## src/sv/ccc_pkg.sv

```systemverilog
// calendar clock counter: shared types, constants and helper functions
// used by ccc_cell, ccc_leap and calendar_clock_counter_unit; no dependencies
package ccc_pkg;

    localparam logic MODE_TICK   = 1'b0;
    localparam logic MODE_SET    = 1'b1;
    localparam logic HOUR_FMT_24 = 1'b0;
    localparam logic HOUR_FMT_12 = 1'b1;

    localparam int SEC_W   = 6;
    localparam int MIN_W   = 6;
    localparam int HOUR_W  = 5;
    localparam int DAY_W   = 5;
    localparam int MONTH_W = 4;
    localparam int YEAR_W  = 16;
    localparam int TICK_W  = 32;
    localparam int HHMM_W  = 14;

    localparam logic [SEC_W:0]   SEC_LIMIT   = 7'd60;
    localparam logic [MIN_W:0]   MIN_LIMIT   = 7'd60;
    localparam logic [HOUR_W:0]  HOUR_LIMIT  = 6'd24;
    localparam logic [MONTH_W:0] MONTH_LIMIT = 5'd13;
    localparam logic [YEAR_W:0]  YEAR_LIMIT  = 17'h10000;
    localparam logic [TICK_W:0]  TICK_LIMIT  = 33'h1_0000_0000;

    localparam logic [YEAR_W-1:0] YEAR_RESET = 16'd2000;
    localparam logic [YEAR_W-1:0] YEAR_MAX   = 16'hFFFF;

    // year 2000 sits on a century that is a multiple of 400
    localparam logic [6:0] CENT_RES_RESET = 7'd0;
    localparam logic [1:0] CENT_QUAD_RESET = 2'd0;
    localparam logic [6:0] CENT_RES_LAST  = 7'd99;

    localparam logic [4:0] HOUR_MAX = 5'd23;
    localparam logic [5:0] MIN_MAX  = 6'd59;

    // floor(v / 100) for v below 16384 as (v * 5243) >> 19
    localparam logic [12:0] DIV100_MUL = 13'd5243;
    localparam int          DIV100_SH  = 19;

    localparam logic [DAY_W-1:0] MONTH_LEN [12] = '{
        5'd31, 5'd28, 5'd31, 5'd30, 5'd31, 5'd30,
        5'd31, 5'd31, 5'd30, 5'd31, 5'd30, 5'd31
    };

    typedef struct packed {
        logic [SEC_W-1:0]   seconds;
        logic [MIN_W-1:0]   minutes;
        logic [HOUR_W-1:0]  hours;
        logic [HOUR_W-1:0]  shown_hour;
        logic               after_noon;
        logic [DAY_W-1:0]   day;
        logic [MONTH_W-1:0] month;
        logic [YEAR_W-1:0]  year;
        logic [TICK_W-1:0]  tick_total;
    } result_t;

    function automatic logic [DAY_W-1:0] days_in_month(input logic [MONTH_W-1:0] month,
                                                      input logic leap);
        logic [DAY_W-1:0] len;
        len = 5'd31;
        if (month >= 4'd1 && month <= 4'd12)
        begin
            len = MONTH_LEN[month - 4'd1];
            if (month == 4'd2 && leap)
            begin
                len = 5'd29;
            end
        end
        return len;
    endfunction

    function automatic logic [HOUR_W-1:0] shown_hour_of(input logic [HOUR_W-1:0] h,
                                                       input logic fmt);
        logic [HOUR_W-1:0] r;
        if (fmt == HOUR_FMT_24)
        begin
            r = h;
        end
        else
        begin
            if (h >= 5'd24)
            begin
                r = h - 5'd24;
            end
            else if (h >= 5'd12)
            begin
                r = h - 5'd12;
            end
            else
            begin
                r = h;
            end
            if (r == 5'd0)
            begin
                r = 5'd12;
            end
        end
        return r;
    endfunction

endpackage

```

## src/sv/ccc_cell.sv

```systemverilog
// calendar clock counter: one wrapping counter cell of the carry chain
// depends on ccc_pkg
module ccc_cell
    import ccc_pkg::*;
#(
    parameter int               WIDTH     = 6,
    parameter logic [WIDTH-1:0] FIRST     = '0,
    parameter logic [WIDTH-1:0] RESET_VAL = '0
)
(
    input  logic             clk,
    input  logic             rst_n,
    input  logic             advance,
    input  logic             carry_in,
    input  logic [WIDTH:0]   limit,
    input  logic             load,
    input  logic [WIDTH-1:0] load_value,
    output logic [WIDTH-1:0] count,
    output logic [WIDTH-1:0] count_next,
    output logic             carry_out
);

    logic [WIDTH-1:0] count_reg;
    logic [WIDTH:0]   inc;
    logic             wrap;

    assign inc  = (WIDTH+1)'(count_reg) + (WIDTH+1)'(1);
    assign wrap = (inc >= limit);

    always_comb
    begin
        if (load)
        begin
            count_next = load_value;
        end
        else if (carry_in)
        begin
            count_next = wrap ? FIRST : inc[WIDTH-1:0];
        end
        else
        begin
            count_next = count_reg;
        end
    end

    assign carry_out = carry_in & wrap & ~load;
    assign count     = count_reg;

    always_ff @(posedge clk or negedge rst_n)
    begin
        if (!rst_n)
        begin
            count_reg <= RESET_VAL;
        end
        else if (advance)
        begin
            count_reg <= count_next;
        end
    end

endmodule

```

## src/sv/ccc_leap.sv

```systemverilog
// calendar clock counter: leap year tracking by century residues of the year
// depends on ccc_pkg
module ccc_leap
    import ccc_pkg::*;
(
    input  logic              clk,
    input  logic              rst_n,
    input  logic              advance,
    input  logic              year_carry,
    input  logic [YEAR_W-1:0] year,
    output logic              leap
);

    // cent_res is year mod 100, cent_quad is (year / 100) mod 4
    logic [6:0] cent_res_reg;
    logic [6:0] cent_res_next;
    logic [1:0] cent_quad_reg;
    logic [1:0] cent_quad_next;

    assign leap = (year[1:0] == 2'd0) &&
                  ((cent_res_reg != 7'd0) || (cent_quad_reg == 2'd0));

    always_comb
    begin
        cent_res_next  = cent_res_reg;
        cent_quad_next = cent_quad_reg;
        if (year_carry)
        begin
            if (year == YEAR_MAX)
            begin
                // year wraps to zero
                cent_res_next  = 7'd0;
                cent_quad_next = 2'd0;
            end
            else if (cent_res_reg == CENT_RES_LAST)
            begin
                cent_res_next  = 7'd0;
                cent_quad_next = cent_quad_reg + 2'd1;
            end
            else
            begin
                cent_res_next = cent_res_reg + 7'd1;
            end
        end
    end

    always_ff @(posedge clk or negedge rst_n)
    begin
        if (!rst_n)
        begin
            cent_res_reg  <= CENT_RES_RESET;
            cent_quad_reg <= CENT_QUAD_RESET;
        end
        else if (advance)
        begin
            cent_res_reg  <= cent_res_next;
            cent_quad_reg <= cent_quad_next;
        end
    end

endmodule

```

## src/sv/calendar_clock_counter_unit.sv

```systemverilog
// calendar clock counter: top level, carry chain of counter cells and output stage
// depends on ccc_pkg, ccc_cell, ccc_leap
//
//  channel  | handshake          | payload
//  ---------+--------------------+-----------------------------------------------
//  input    | in_valid, in_stall | mode, set_hhmm
//  output   | out_valid, out_stall | seconds minutes hours shown_hour after_noon
//           |                    | day month year tick_total
//  config   | cfg_write          | cfg_data (hour format)
//
// one item per cycle while in_stall is low; the whole seconds-to-year carry
// ripple is combinational; each result is registered on the way to the output
// reset gives 00:00:00 on 1 january 2000, tick count zero, 24-hour format
// an output register plus one skid register keep input transfers going while
// the output is stalled; in_stall rises only once both are full
module calendar_clock_counter_unit
    import ccc_pkg::*;
(
    input  logic                clk,
    input  logic                rst_n,
    input  logic                cfg_write,
    input  logic                cfg_data,
    input  logic                in_valid,
    output logic                in_stall,
    input  logic                mode,
    input  logic [HHMM_W-1:0]   set_hhmm,
    output logic                out_valid,
    input  logic                out_stall,
    output logic [SEC_W-1:0]    seconds,
    output logic [MIN_W-1:0]    minutes,
    output logic [HOUR_W-1:0]   hours,
    output logic [HOUR_W-1:0]   shown_hour,
    output logic                after_noon,
    output logic [DAY_W-1:0]    day,
    output logic [MONTH_W-1:0]  month,
    output logic [YEAR_W-1:0]   year,
    output logic [TICK_W-1:0]   tick_total
);

    logic hour_format_reg;

    logic in_fire;
    logic tick;
    logic set;

    // set value split into hours and minutes
    logic [26:0]       div_prod;
    logic [7:0]        set_h_raw;
    logic [HHMM_W-1:0] set_hundreds;
    logic [HHMM_W-1:0] set_m_raw;
    logic [HOUR_W-1:0] set_h;
    logic [MIN_W-1:0]  set_m;

    logic [SEC_W-1:0]   sec_cur,   sec_nxt;
    logic [MIN_W-1:0]   min_cur,   min_nxt;
    logic [HOUR_W-1:0]  hour_cur,  hour_nxt;
    logic [DAY_W-1:0]   day_cur,   day_nxt;
    logic [MONTH_W-1:0] month_cur, month_nxt;
    logic [YEAR_W-1:0]  year_cur,  year_nxt;
    logic [TICK_W-1:0]  tick_cur,  tick_nxt;
    logic               sec_carry, min_carry, hour_carry, day_carry, month_carry;
    logic               year_carry_unused, tick_carry_unused;
    logic               leap;
    logic [DAY_W:0]     day_limit;

    result_t result;
    result_t out_reg;
    result_t skid_reg;
    logic    out_valid_reg;
    logic    skid_full_reg;
    logic    out_take;

    assign in_stall = skid_full_reg;
    assign in_fire  = in_valid & ~skid_full_reg;
    assign tick     = (mode == MODE_TICK);
    assign set      = (mode == MODE_SET);

    always_ff @(posedge clk or negedge rst_n)
    begin
        if (!rst_n)
        begin
            hour_format_reg <= HOUR_FMT_24;
        end
        else if (cfg_write)
        begin
            hour_format_reg <= cfg_data;
        end
    end

    assign div_prod     = 27'(set_hhmm) * 27'(DIV100_MUL);
    assign set_h_raw    = div_prod[DIV100_SH +: 8];
    assign set_hundreds = HHMM_W'({set_h_raw, 6'b0}) + HHMM_W'({set_h_raw, 5'b0})
                        + HHMM_W'({set_h_raw, 2'b0});
    assign set_m_raw    = set_hhmm - set_hundreds;
    assign set_h        = (set_h_raw > 8'(HOUR_MAX)) ? HOUR_MAX : set_h_raw[HOUR_W-1:0];
    assign set_m        = (set_m_raw > HHMM_W'(MIN_MAX)) ? MIN_MAX : set_m_raw[MIN_W-1:0];

    ccc_cell #(.WIDTH(SEC_W), .FIRST('0), .RESET_VAL('0)) u_sec (
        .clk(clk), .rst_n(rst_n), .advance(in_fire), .carry_in(tick),
        .limit(SEC_LIMIT), .load(set), .load_value('0),
        .count(sec_cur), .count_next(sec_nxt), .carry_out(sec_carry)
    );

    ccc_cell #(.WIDTH(MIN_W), .FIRST('0), .RESET_VAL('0)) u_min (
        .clk(clk), .rst_n(rst_n), .advance(in_fire), .carry_in(sec_carry),
        .limit(MIN_LIMIT), .load(set), .load_value(set_m),
        .count(min_cur), .count_next(min_nxt), .carry_out(min_carry)
    );

    ccc_cell #(.WIDTH(HOUR_W), .FIRST('0), .RESET_VAL('0)) u_hour (
        .clk(clk), .rst_n(rst_n), .advance(in_fire), .carry_in(min_carry),
        .limit(HOUR_LIMIT), .load(set), .load_value(set_h),
        .count(hour_cur), .count_next(hour_nxt), .carry_out(hour_carry)
    );

    // day wraps once it passes the month length
    assign day_limit = (DAY_W+1)'(days_in_month(month_cur, leap)) + (DAY_W+1)'(1);

    ccc_cell #(.WIDTH(DAY_W), .FIRST(5'd1), .RESET_VAL(5'd1)) u_day (
        .clk(clk), .rst_n(rst_n), .advance(in_fire), .carry_in(hour_carry),
        .limit(day_limit), .load(1'b0), .load_value('0),
        .count(day_cur), .count_next(day_nxt), .carry_out(day_carry)
    );

    ccc_cell #(.WIDTH(MONTH_W), .FIRST(4'd1), .RESET_VAL(4'd1)) u_month (
        .clk(clk), .rst_n(rst_n), .advance(in_fire), .carry_in(day_carry),
        .limit(MONTH_LIMIT), .load(1'b0), .load_value('0),
        .count(month_cur), .count_next(month_nxt), .carry_out(month_carry)
    );

    ccc_cell #(.WIDTH(YEAR_W), .FIRST('0), .RESET_VAL(YEAR_RESET)) u_year (
        .clk(clk), .rst_n(rst_n), .advance(in_fire), .carry_in(month_carry),
        .limit(YEAR_LIMIT), .load(1'b0), .load_value('0),
        .count(year_cur), .count_next(year_nxt), .carry_out(year_carry_unused)
    );

    ccc_leap u_leap (
        .clk(clk), .rst_n(rst_n), .advance(in_fire), .year_carry(month_carry),
        .year(year_cur), .leap(leap)
    );

    ccc_cell #(.WIDTH(TICK_W), .FIRST('0), .RESET_VAL('0)) u_tick (
        .clk(clk), .rst_n(rst_n), .advance(in_fire), .carry_in(tick),
        .limit(TICK_LIMIT), .load(1'b0), .load_value('0),
        .count(tick_cur), .count_next(tick_nxt), .carry_out(tick_carry_unused)
    );

    always_comb
    begin
        result.seconds    = sec_nxt;
        result.minutes    = min_nxt;
        result.hours      = hour_nxt;
        result.shown_hour = shown_hour_of(hour_nxt, hour_format_reg);
        result.after_noon = (hour_nxt >= 5'd12);
        result.day        = day_nxt;
        result.month      = month_nxt;
        result.year       = year_nxt;
        result.tick_total = tick_nxt;
    end

    assign out_take = out_valid_reg & ~out_stall;

    always_ff @(posedge clk or negedge rst_n)
    begin
        if (!rst_n)
        begin
            out_valid_reg <= 1'b0;
            skid_full_reg <= 1'b0;
        end
        else if (!out_valid_reg || out_take)
        begin
            out_valid_reg <= skid_full_reg | in_fire;
            skid_full_reg <= 1'b0;
        end
        else if (in_fire)
        begin
            skid_full_reg <= 1'b1;
        end
    end

    always_ff @(posedge clk)
    begin
        if (!out_valid_reg || out_take)
        begin
            if (skid_full_reg)
            begin
                out_reg <= skid_reg;
            end
            else if (in_fire)
            begin
                out_reg <= result;
            end
        end
        else if (in_fire)
        begin
            skid_reg <= result;
        end
    end

    assign out_valid  = out_valid_reg;
    assign seconds    = out_reg.seconds;
    assign minutes    = out_reg.minutes;
    assign hours      = out_reg.hours;
    assign shown_hour = out_reg.shown_hour;
    assign after_noon = out_reg.after_noon;
    assign day        = out_reg.day;
    assign month      = out_reg.month;
    assign year       = out_reg.year;
    assign tick_total = out_reg.tick_total;

`ifndef ASSERT_OFF
    a_skid_implies_out: assert property (@(posedge clk) disable iff (!rst_n)
        skid_full_reg |-> out_valid_reg)
        else $error("skid register full while output register empty");

    a_tick_counts: assert property (@(posedge clk) disable iff (!rst_n)
        (in_fire && mode == MODE_TICK) |=> tick_cur == $past(tick_cur) + 32'd1)
        else $error("tick transfer did not advance tick count");

    a_set_keeps_date: assert property (@(posedge clk) disable iff (!rst_n)
        (in_fire && mode == MODE_SET) |=> $stable(day_cur) && $stable(month_cur)
                                          && $stable(tick_cur))
        else $error("set transfer changed date or tick count");

    a_time_range: assert property (@(posedge clk) disable iff (!rst_n)
        sec_cur < 6'd60 && min_cur < 6'd60 && hour_cur < 5'd24)
        else $error("time of day out of range");
`endif

endmodule
```

## config.mk

```make
export PLATFORM = sky130hd
export DESIGN_NAME = calendar_clock_counter_unit
export DESIGN_NICKNAME = d
export VERILOG_FILES = /design/src/sv/ccc_pkg.sv /design/src/sv/ccc_cell.sv /design/src/sv/ccc_leap.sv /design/src/sv/calendar_clock_counter_unit.sv
export SDC_FILE = /design/constraint.sdc
export NUM_CORES = 1
export LEC_CHECK = 0
export ABC_CLOCK_PERIOD_IN_PS = 7500
export BUFFER_PORTS_ARGS = -buffer_cell sky130_fd_sc_hd__buf_2
export CAP_MARGIN = 20
export CORE_MARGIN = 2
export CORE_UTILIZATION = 50
export DETAILED_ROUTE_END_ITERATION = 12
export PLACE_DENSITY = 0.75
export SKIP_CTS_REPAIR_TIMING = 1
export SYNTH_ARGS = -nofsm -noshare
export SYNTH_HDL_FRONTEND = slang
export SYNTH_HIERARCHICAL = 1
export SYNTH_SLANG_ARGS = --single-unit
```

## constraint.sdc

```tcl
create_clock -name clk -period 7.5 [get_ports clk]
set_input_delay 0.75 -clock clk [delete_from_list [all_inputs] [get_ports clk]]
set_output_delay 0.75 -clock clk [all_outputs]
set_load 0.02 [all_outputs]
```

==> results.cfg, run 1 <==
[run_status]
outcome = complete, but fails checks
violations = max-slew violations, negative setup slack

[floorplan]
initial_utilization = 0.509
dieArea_um2 = 42300
die_w_um = 206
ios = 103
die_height_um = 206
core_area_um2 = 39900
rows = 73

[placed_design]
placedCellCount = 2961
dpl.hpwl_um = 37900
gp_congestion = 0.910
dp_slack_ns = -0.916
io_buffers = 102
place_area_um2 = 23300

[clock_tree]
clk_pin_slew_worst_paths_ns = 0.06
cts_sinks = 246
htree_levels = 1
cts_buffers = 28
clk-insertion-delay-late_ns = 0.59
cts_root_buf = clkbuf_16
cts_buffer_depth = 3
cts_tree = done

[critical_path]
max_stage_delay_ns = 0.60
crit_fanout = 4
crit_slowest_cell = fa_1
worstSetupPathType = primary input to flop
reg2reg_from = u_sec/count[0]
cp-end-kind = flop
required_ns = 7.84
crit_top_cell = fa_1
worst-path-buf-inv = 5
crit_family = adder cells
cp-startpoint = set_hhmm[5]
start_kind = primary input
cp.arrival_ns = 8.24

[synth]
syn_area_um2 = 20300
yosys_warnings = 6
synth_cells = 2065
avgSynthCellArea_um2 = 9.84

[drt]
detail-route-antenna-nets = 0
drc = 0
via_per_inst = 5.52
drt_iter0_drc = 1198
wl_per_cell_um = 17.4
dr.pass1.iters = 6
vias = 16800
drt_wl_total_um = 52700

[power]
power.density_nw_per_um2 = 489
p_leak_nw = 11.0
peakVddDrop_uv = 873

[timing]
hold_violations = 0
fin_crit_sh = 1.05
tns_ns = -4.15
skew_ns = 0.0386
slew_headroom = -0.372
slew_violations = 26
max_freq_mhz = 127
tightest_slew_ns = 2.05
rsz0062_at_grt = yes
setup_ws_ns = -0.401
setup_violations = 20
period_minus_slack_ns = 7.90

[grt]
grt_pass1_wl_um = 83800
overflow = 0
grtUsageTotal = 0.246
first_global_vias = 16700
grt_max_degree = 81
antenna_found_initial = 1

[final_layout]
syn2layout_area_growth_pct = 23.1
multi_input_area_um2 = 13500
nFillCells = 3181
fin_cells = 3038
regArea_um2 = 6970
finish.utilization = 0.627
fin_area_um2 = 25000
largest_reg_flops = 80
nets = 2799
layout-drive-gt1-share = 0.233

[flow_run]
max-cap-violations = 0

[hold_path]
hold_path.class = primary input to asynchronous set/reset pin
-- cells in the final DEF, fill, tap and decap left out, types with 15 or more instances in the layout --
master,count
and3_1,22
dfrtp_1,77
a32oi_1,15
mux2_2,77
xnor2_1,37
xor2_1,32
nand3_1,89
a21oi_2,17
nand4_1,34
o31ai_1,21
buf_2,94
clkbuf_16,28
o211ai_1,16
ha_1,193
a21oi_1,86
edfxtp_1,160
nor2_1,73
inv_2,18
a22oi_1,24
fa_1,72
inv_1,260
nand2_1,150
ha_4,18
o21ai_1,24
a2bb2oi_1,19
nor2b_1,21
nand2b_1,16
conb_1,218
nor3_1,23
o21ai_0,76
buf_4,157
-- path summary, 6_finish.rpt --
path                                            to  slack, ns  cells past startpoint
setup / recovery                        minutes[2]      -0.40                     31
hold / removal                    u_month/count[1]       0.12                      1
setup reg to reg                           year[3]       1.01                     24
hold reg to reg            u_leap/cent_quad_reg[1]       0.51                      1
max in group asynchronous                 in_stall       6.06                      2
min in group clk                   hour_format_reg       0.41                      2
-- layer usage --
| layer | vias up | routed length (um) | global-route usage |
|---|---|---|---|
| li1 | 8055 | - | - |
| met1 | 8079 | 22500 | 0.315 |
| met2 | 523 | 26100 | 0.435 |
| met3 | 103 | 2620 | 0.0261 |
| met4 | 0 | 1540 | 0.0820 |
| met5 | - | 0 | 0 |
-- cell type report --
cell class,count,area share
diodes,1,0.000100
clock buffers,36,0.0304
clock inverters,16,0.00906
inverters,280,0.0422
multi-input cells,1669,0.540
flip-flops and latches,246,0.279
well taps,525,0.0263
repair buffers,265,0.0737
-- per-stage QoR --
stage | power (W) | hold slack [ns]
final | 0.0122 | 0.120
after global routing | 0.0131 | 0.128
after CTS | 0.0110 | 0.107
after detailed placement | 0.00947 | 0.492
after global placement | 0.00910 | 0.490
after floorplan | 0.00705 | 0.454
-- where the power goes --
part | internal (W) | total (W) | switching, W
clock | 0.000889 | 0.00147 | 0.000580
combinational | 0.00432 | 0.00888 | 0.00456
sequential | 0.00169 | 0.00189 | 0.000201
total | 0.00690 | 0.0122 | 0.00534
(Power assumes the default switching activity.)
==> run 2: changes to the inputs <==
- RECOVER_POWER: unset -> 25
==> run 2 against run 1 <==
Compared with the run above: the flow finishes with violations (max-capacitance violations, max-slew violations, negative setup slack); critical path depth unchanged; global-route usage unchanged; total power about the same; critical path type unchanged; critical endpoint unchanged; highest routed layer unchanged.
==> results.cfg, run 2 (synthesized netlist as in run 1, its figures left out) <==
[final_layout]
nFillCells = 3208
nets = 2799
multi_input_area_um2 = 13500
fin_area_um2 = 24900
layout-drive-gt1-share = 0.213
finish.utilization = 0.625
layout_common_cells = inv_1 (260), conb_1 (218), ha_1 (193)
mostFrequentLayoutCell = inv_1
largest_reg_flops = 80
syn2layout_area_growth_pct = 22.8
regArea_um2 = 6970

[power]
power_w = 0.0122
p_leak_nw = 10.9
power.density_nw_per_um2 = 491
peakVddDrop_uv = 873

[clock_tree]
cts_sinks = 246
cts_buffers = 28
htree_levels = 1
cts_buffer_depth = 3
clk-insertion-delay-late_ns = 0.59
cts_tree = done
clk_pin_slew_worst_paths_ns = 0.06
cts_root_buf = clkbuf_16

[timing]
max_freq_mhz = 126
rsz0062_at_grt = yes
setup_ws_ns = -0.409
setup_violations = 20
skew_ns = 0.0352
tns_ns = -4.26
slew_headroom = -1.48
fin_crit_sh = 1.05
period_minus_slack_ns = 7.91
tightest_slew_ns = 3.72
hold_violations = 0
slew_violations = 115

[run_status]
violations = max-capacitance violations, max-slew violations, negative setup slack
outcome = complete, but fails checks

[grt]
overflow = 0
top_usage_layer = met2
grt_max_degree = 81
grt_util_met2 = 0.435
use_met1 = 0.315
grtUsageTotal = 0.246
antenna_found_initial = 1
use_met3 = 0.0261
grt_pass1_wl_um = 83800
first_global_vias = 16700

[drt]
dr.pass1.iters = 6
wl_per_cell_um = 17.4
vias = 16800
via_per_inst = 5.52
drc = 0
drt_wl_total_um = 52800
drt_iter0_drc = 1208
detail-route-antenna-nets = 0

[critical_path]
start_kind = primary input
cp-end-kind = flop
worstSetupPathType = primary input to flop
crit_family = adder cells
required_ns = 7.83
cp.arrival_ns = 8.24
crit_slowest_cell = fa_1
crit_top_cell = fa_1
worst-path-buf-inv = 5
max_stage_delay_ns = 0.60
crit_fanout = 4

[placed_design]
dp_slack_ns = -0.916
place_area_um2 = 23300
io_buffers = 102
gp_congestion = 0.910
dpl.hpwl_um = 37900

[floorplan]
dieArea_um2 = 42300
core_area_um2 = 39900
rows = 73
die_w_um = 206
die_height_um = 206
initial_utilization = 0.509
ios = 103

[hold_path]
hold_path.class = primary input to flop

[flow_run]
max-cap-violations = 2
## run 2: cell count changes in the layout (fill, tap and decap cells not counted), sizes merged
cell / previous run / this run
clkbuf: 37 / 88
buf: 264 / 213
## run 2: path summary, 6_finish.rpt
| check | endpoint | cells past startpoint | from | slack (ns) |
|---|---|---|---|---|
| setup / recovery | minutes[2] | 31 | set_hhmm[5] | -0.41 |
| setup reg to reg | year[3] | 24 | u_sec/count[0] | 1.06 |
| min in group asynchronous | u_month/count[1] | 1 | rst_n | 0.68 |
| hold reg to reg | u_leap/cent_quad_reg[1] | 1 | u_leap/cent_quad_reg[1] | 0.52 |
| hold / removal | hour_format_reg | 2 | cfg_data | 0.41 |
| max in group asynchronous | in_stall | 2 | rst_n | 1.98 |
## run 2: worst register-to-register path, delay by kind of cell (launching register included)
| family | cells | cell delay, ns |
|---|---|---|
| and+or+nand+nor | 10 | 2.25 |
| AOI/OAI and AO/OA | 5 | 1.40 |
| buffers and inverters | 5 | 1.13 |
| DFF | 1 | 0.51 |
| adders and majority gates | 2 | 0.43 |
| muxes | 1 | 0.29 |
| xor gates and xnor gates | 1 | 0.19 |
## run 2: report_power, final
group          switching, W  total (W)  internal [W]
logic               0.00456    0.00887       0.00431
clock network      0.000583    0.00147      0.000889
registers          0.000203    0.00190       0.00169
total               0.00535     0.0122       0.00689
## run 2: final cells by class
| type | count | share of cell area |
|---|---|---|
| Multi-Input combinational cell | 1669 | 0.541 |
| Sequential cell | 246 | 0.279 |
| Timing Repair Buffer | 265 | 0.0712 |
| Inverter | 280 | 0.0423 |
| Clock buffer | 36 | 0.0305 |
| Tap cell | 525 | 0.0263 |
| Clock inverter | 16 | 0.00908 |
| Antenna cell | 1 | 0.000100 |
## run 2: per-stage QoR
stage	std cells	hold slack [ns]
floorplan	2281	0.454
global placement	2961	0.490
detailed placement	2961	0.492
CTS	3013	0.107
global route	3037	0.417
finish	3038	0.410
## run 2: routing by layer
layer / wire (um) / up-vias
li1: - / 8056
met1: 22600 / 8089
met2: 26000 / 512
met3: 2630 / 101
met4: 1540 / 0
met5: 0 / -
==> run 3: changes to the inputs <==
- BUFFER_PORTS_ARGS: -buffer_cell sky130_fd_sc_hd__buf_2 -> -buffer_cell sky130_fd_sc_hd__clkbuf_2
- CORE_UTILIZATION: 50 -> 40
- PLACE_DENSITY: 0.75 -> 0.64
==> run 3 against run 2 <==
Compared with the run above: the flow still finishes with violations (max-capacitance violations, max-slew violations, negative setup slack); largest power group unchanged; fmax is 2.4% higher; first-iteration DRC count down 14%; sequential power about the same.
==> results.cfg, run 3 (synthesized netlist as in run 1, its figures left out) <==
[run_status]
outcome = complete, but fails checks
violations = max-capacitance violations, max-slew violations, negative setup slack

[floorplan]
core_area_um2 = 50200
rows = 82
initial_utilization = 0.405
die_height_um = 229
die_w_um = 229
dieArea_um2 = 52600
ios = 103

[drt]
drt_iter0_drc = 1038
drt_wl_total_um = 52200
drc = 0
vias = 16500
dr.pass1.iters = 5
wl_per_cell_um = 16.4
via_per_inst = 5.17
detail-route-antenna-nets = 0

[timing]
hold_violations = 0
max_freq_mhz = 130
slew_headroom = -1.56
period_minus_slack_ns = 7.72
skew_ns = 0.0362
tightest_slew_ns = 3.84
setup_violations = 9
rsz0062_at_grt = yes
setup_ws_ns = -0.222
slew_violations = 139
fin_crit_sh = 1.03

[critical_path]
worst-path-buf-inv = 8
worstSetupPathType = primary input to flop
crit_slowest_cell = fa_1
crit_fanout = 4
crit_family = adder cells
crit_top_cell = fa_1
start_kind = primary input
required_ns = 7.81
max_stage_delay_ns = 0.57
cp-end-kind = flop
cp.arrival_ns = 8.03

[grt]
grt_max_degree = 81
grt_pass1_wl_um = 84800
antenna_found_initial = 0
first_global_vias = 16700
overflow = 0
use_met1 = 0.252
use_met3 = 0.0240
top_usage_layer = met2
grtUsageTotal = 0.196
grt_util_met2 = 0.345

[power]
power.density_nw_per_um2 = 486
peakVddDrop_uv = 931
p_leak_nw = 11.0

[final_layout]
finish.utilization = 0.505
diodes = 0
layout_common_cells = inv_1 (252), conb_1 (218), ha_1 (186)
fin_area_um2 = 25300
syn2layout_area_growth_pct = 24.8
nets = 2807
largest_reg_flops = 80
mostFrequentLayoutCell = inv_1
fin_cells = 3192
layout-drive-gt1-share = 0.233

[clock_tree]
cts_tree = done
clk_pin_slew_worst_paths_ns = 0.07
clk-insertion-delay-late_ns = 0.58
cts_root_buf = clkbuf_16
htree_levels = 1
cts_buffer_depth = 3
cts_sinks = 246
cts_buffers = 28

[hold_path]
hold_path.class = primary input to flop

[placed_design]
gp_congestion = 0.885
placedCellCount = 3115
io_buffers = 102
dp_slack_ns = -0.927
dpl.hpwl_um = 38200
place_area_um2 = 23600

[flow_run]
max-cap-violations = 3
[run 3: power by group]
group          internal [W]  switching [W]
clock network      0.000902       0.000612
logic               0.00439        0.00451
registers           0.00169       0.000203
total               0.00698        0.00532
[run 3: through the flow]
step	hold WS [ns]	power (W)	setup TNS (ns)
3_3_place_gp	0.494	0.00926	-13.54
3_5_place_dp	0.496	0.00952	-16.92
5_1_grt	0.398	0.0133	-5.21
6_report	0.411	0.0123	-1.10
4_1_cts	0.0935	0.0111	-2.59
2_1_floorplan	0.454	0.00705	-2.02
[run 3: path summary, 6_finish.rpt]
check / startpoint / endpoint / slack (ns) / depth (start not counted)
max: set_hhmm[11] / minutes[3] / -0.22 / 32
min: cfg_data / hour_format_reg / 0.41 / 2
max reg2reg: u_sec/count[0] / year[10] / 0.74 / 24
min reg2reg: u_leap/cent_quad_reg[1] / u_leap/cent_quad_reg[1] / 0.50 / 1
max in group asynchronous: rst_n / in_stall / 1.94 / 2
min in group asynchronous: rst_n / u_min/count[1] / 0.64 / 1
[run 3: layout make-up]
class	instances	area [um^2]
Clock buffer	28	701
Clock inverter	24	324
Fill cell	4543	24800
Inverter	280	1050
Multi-Input combinational cell	1669	13600
Sequential cell	246	6970
Tap cell	672	841
Timing Repair Buffer	273	1900
[run 3: routing by layer]
metal | vias to the layer above | part of all wire
li1 | 8082 | -
met1 | 7976 | 0.45
met2 | 355 | 0.49
met3 | 85 | 0.042
met4 | 0 | 0.023
met5 | - | 0
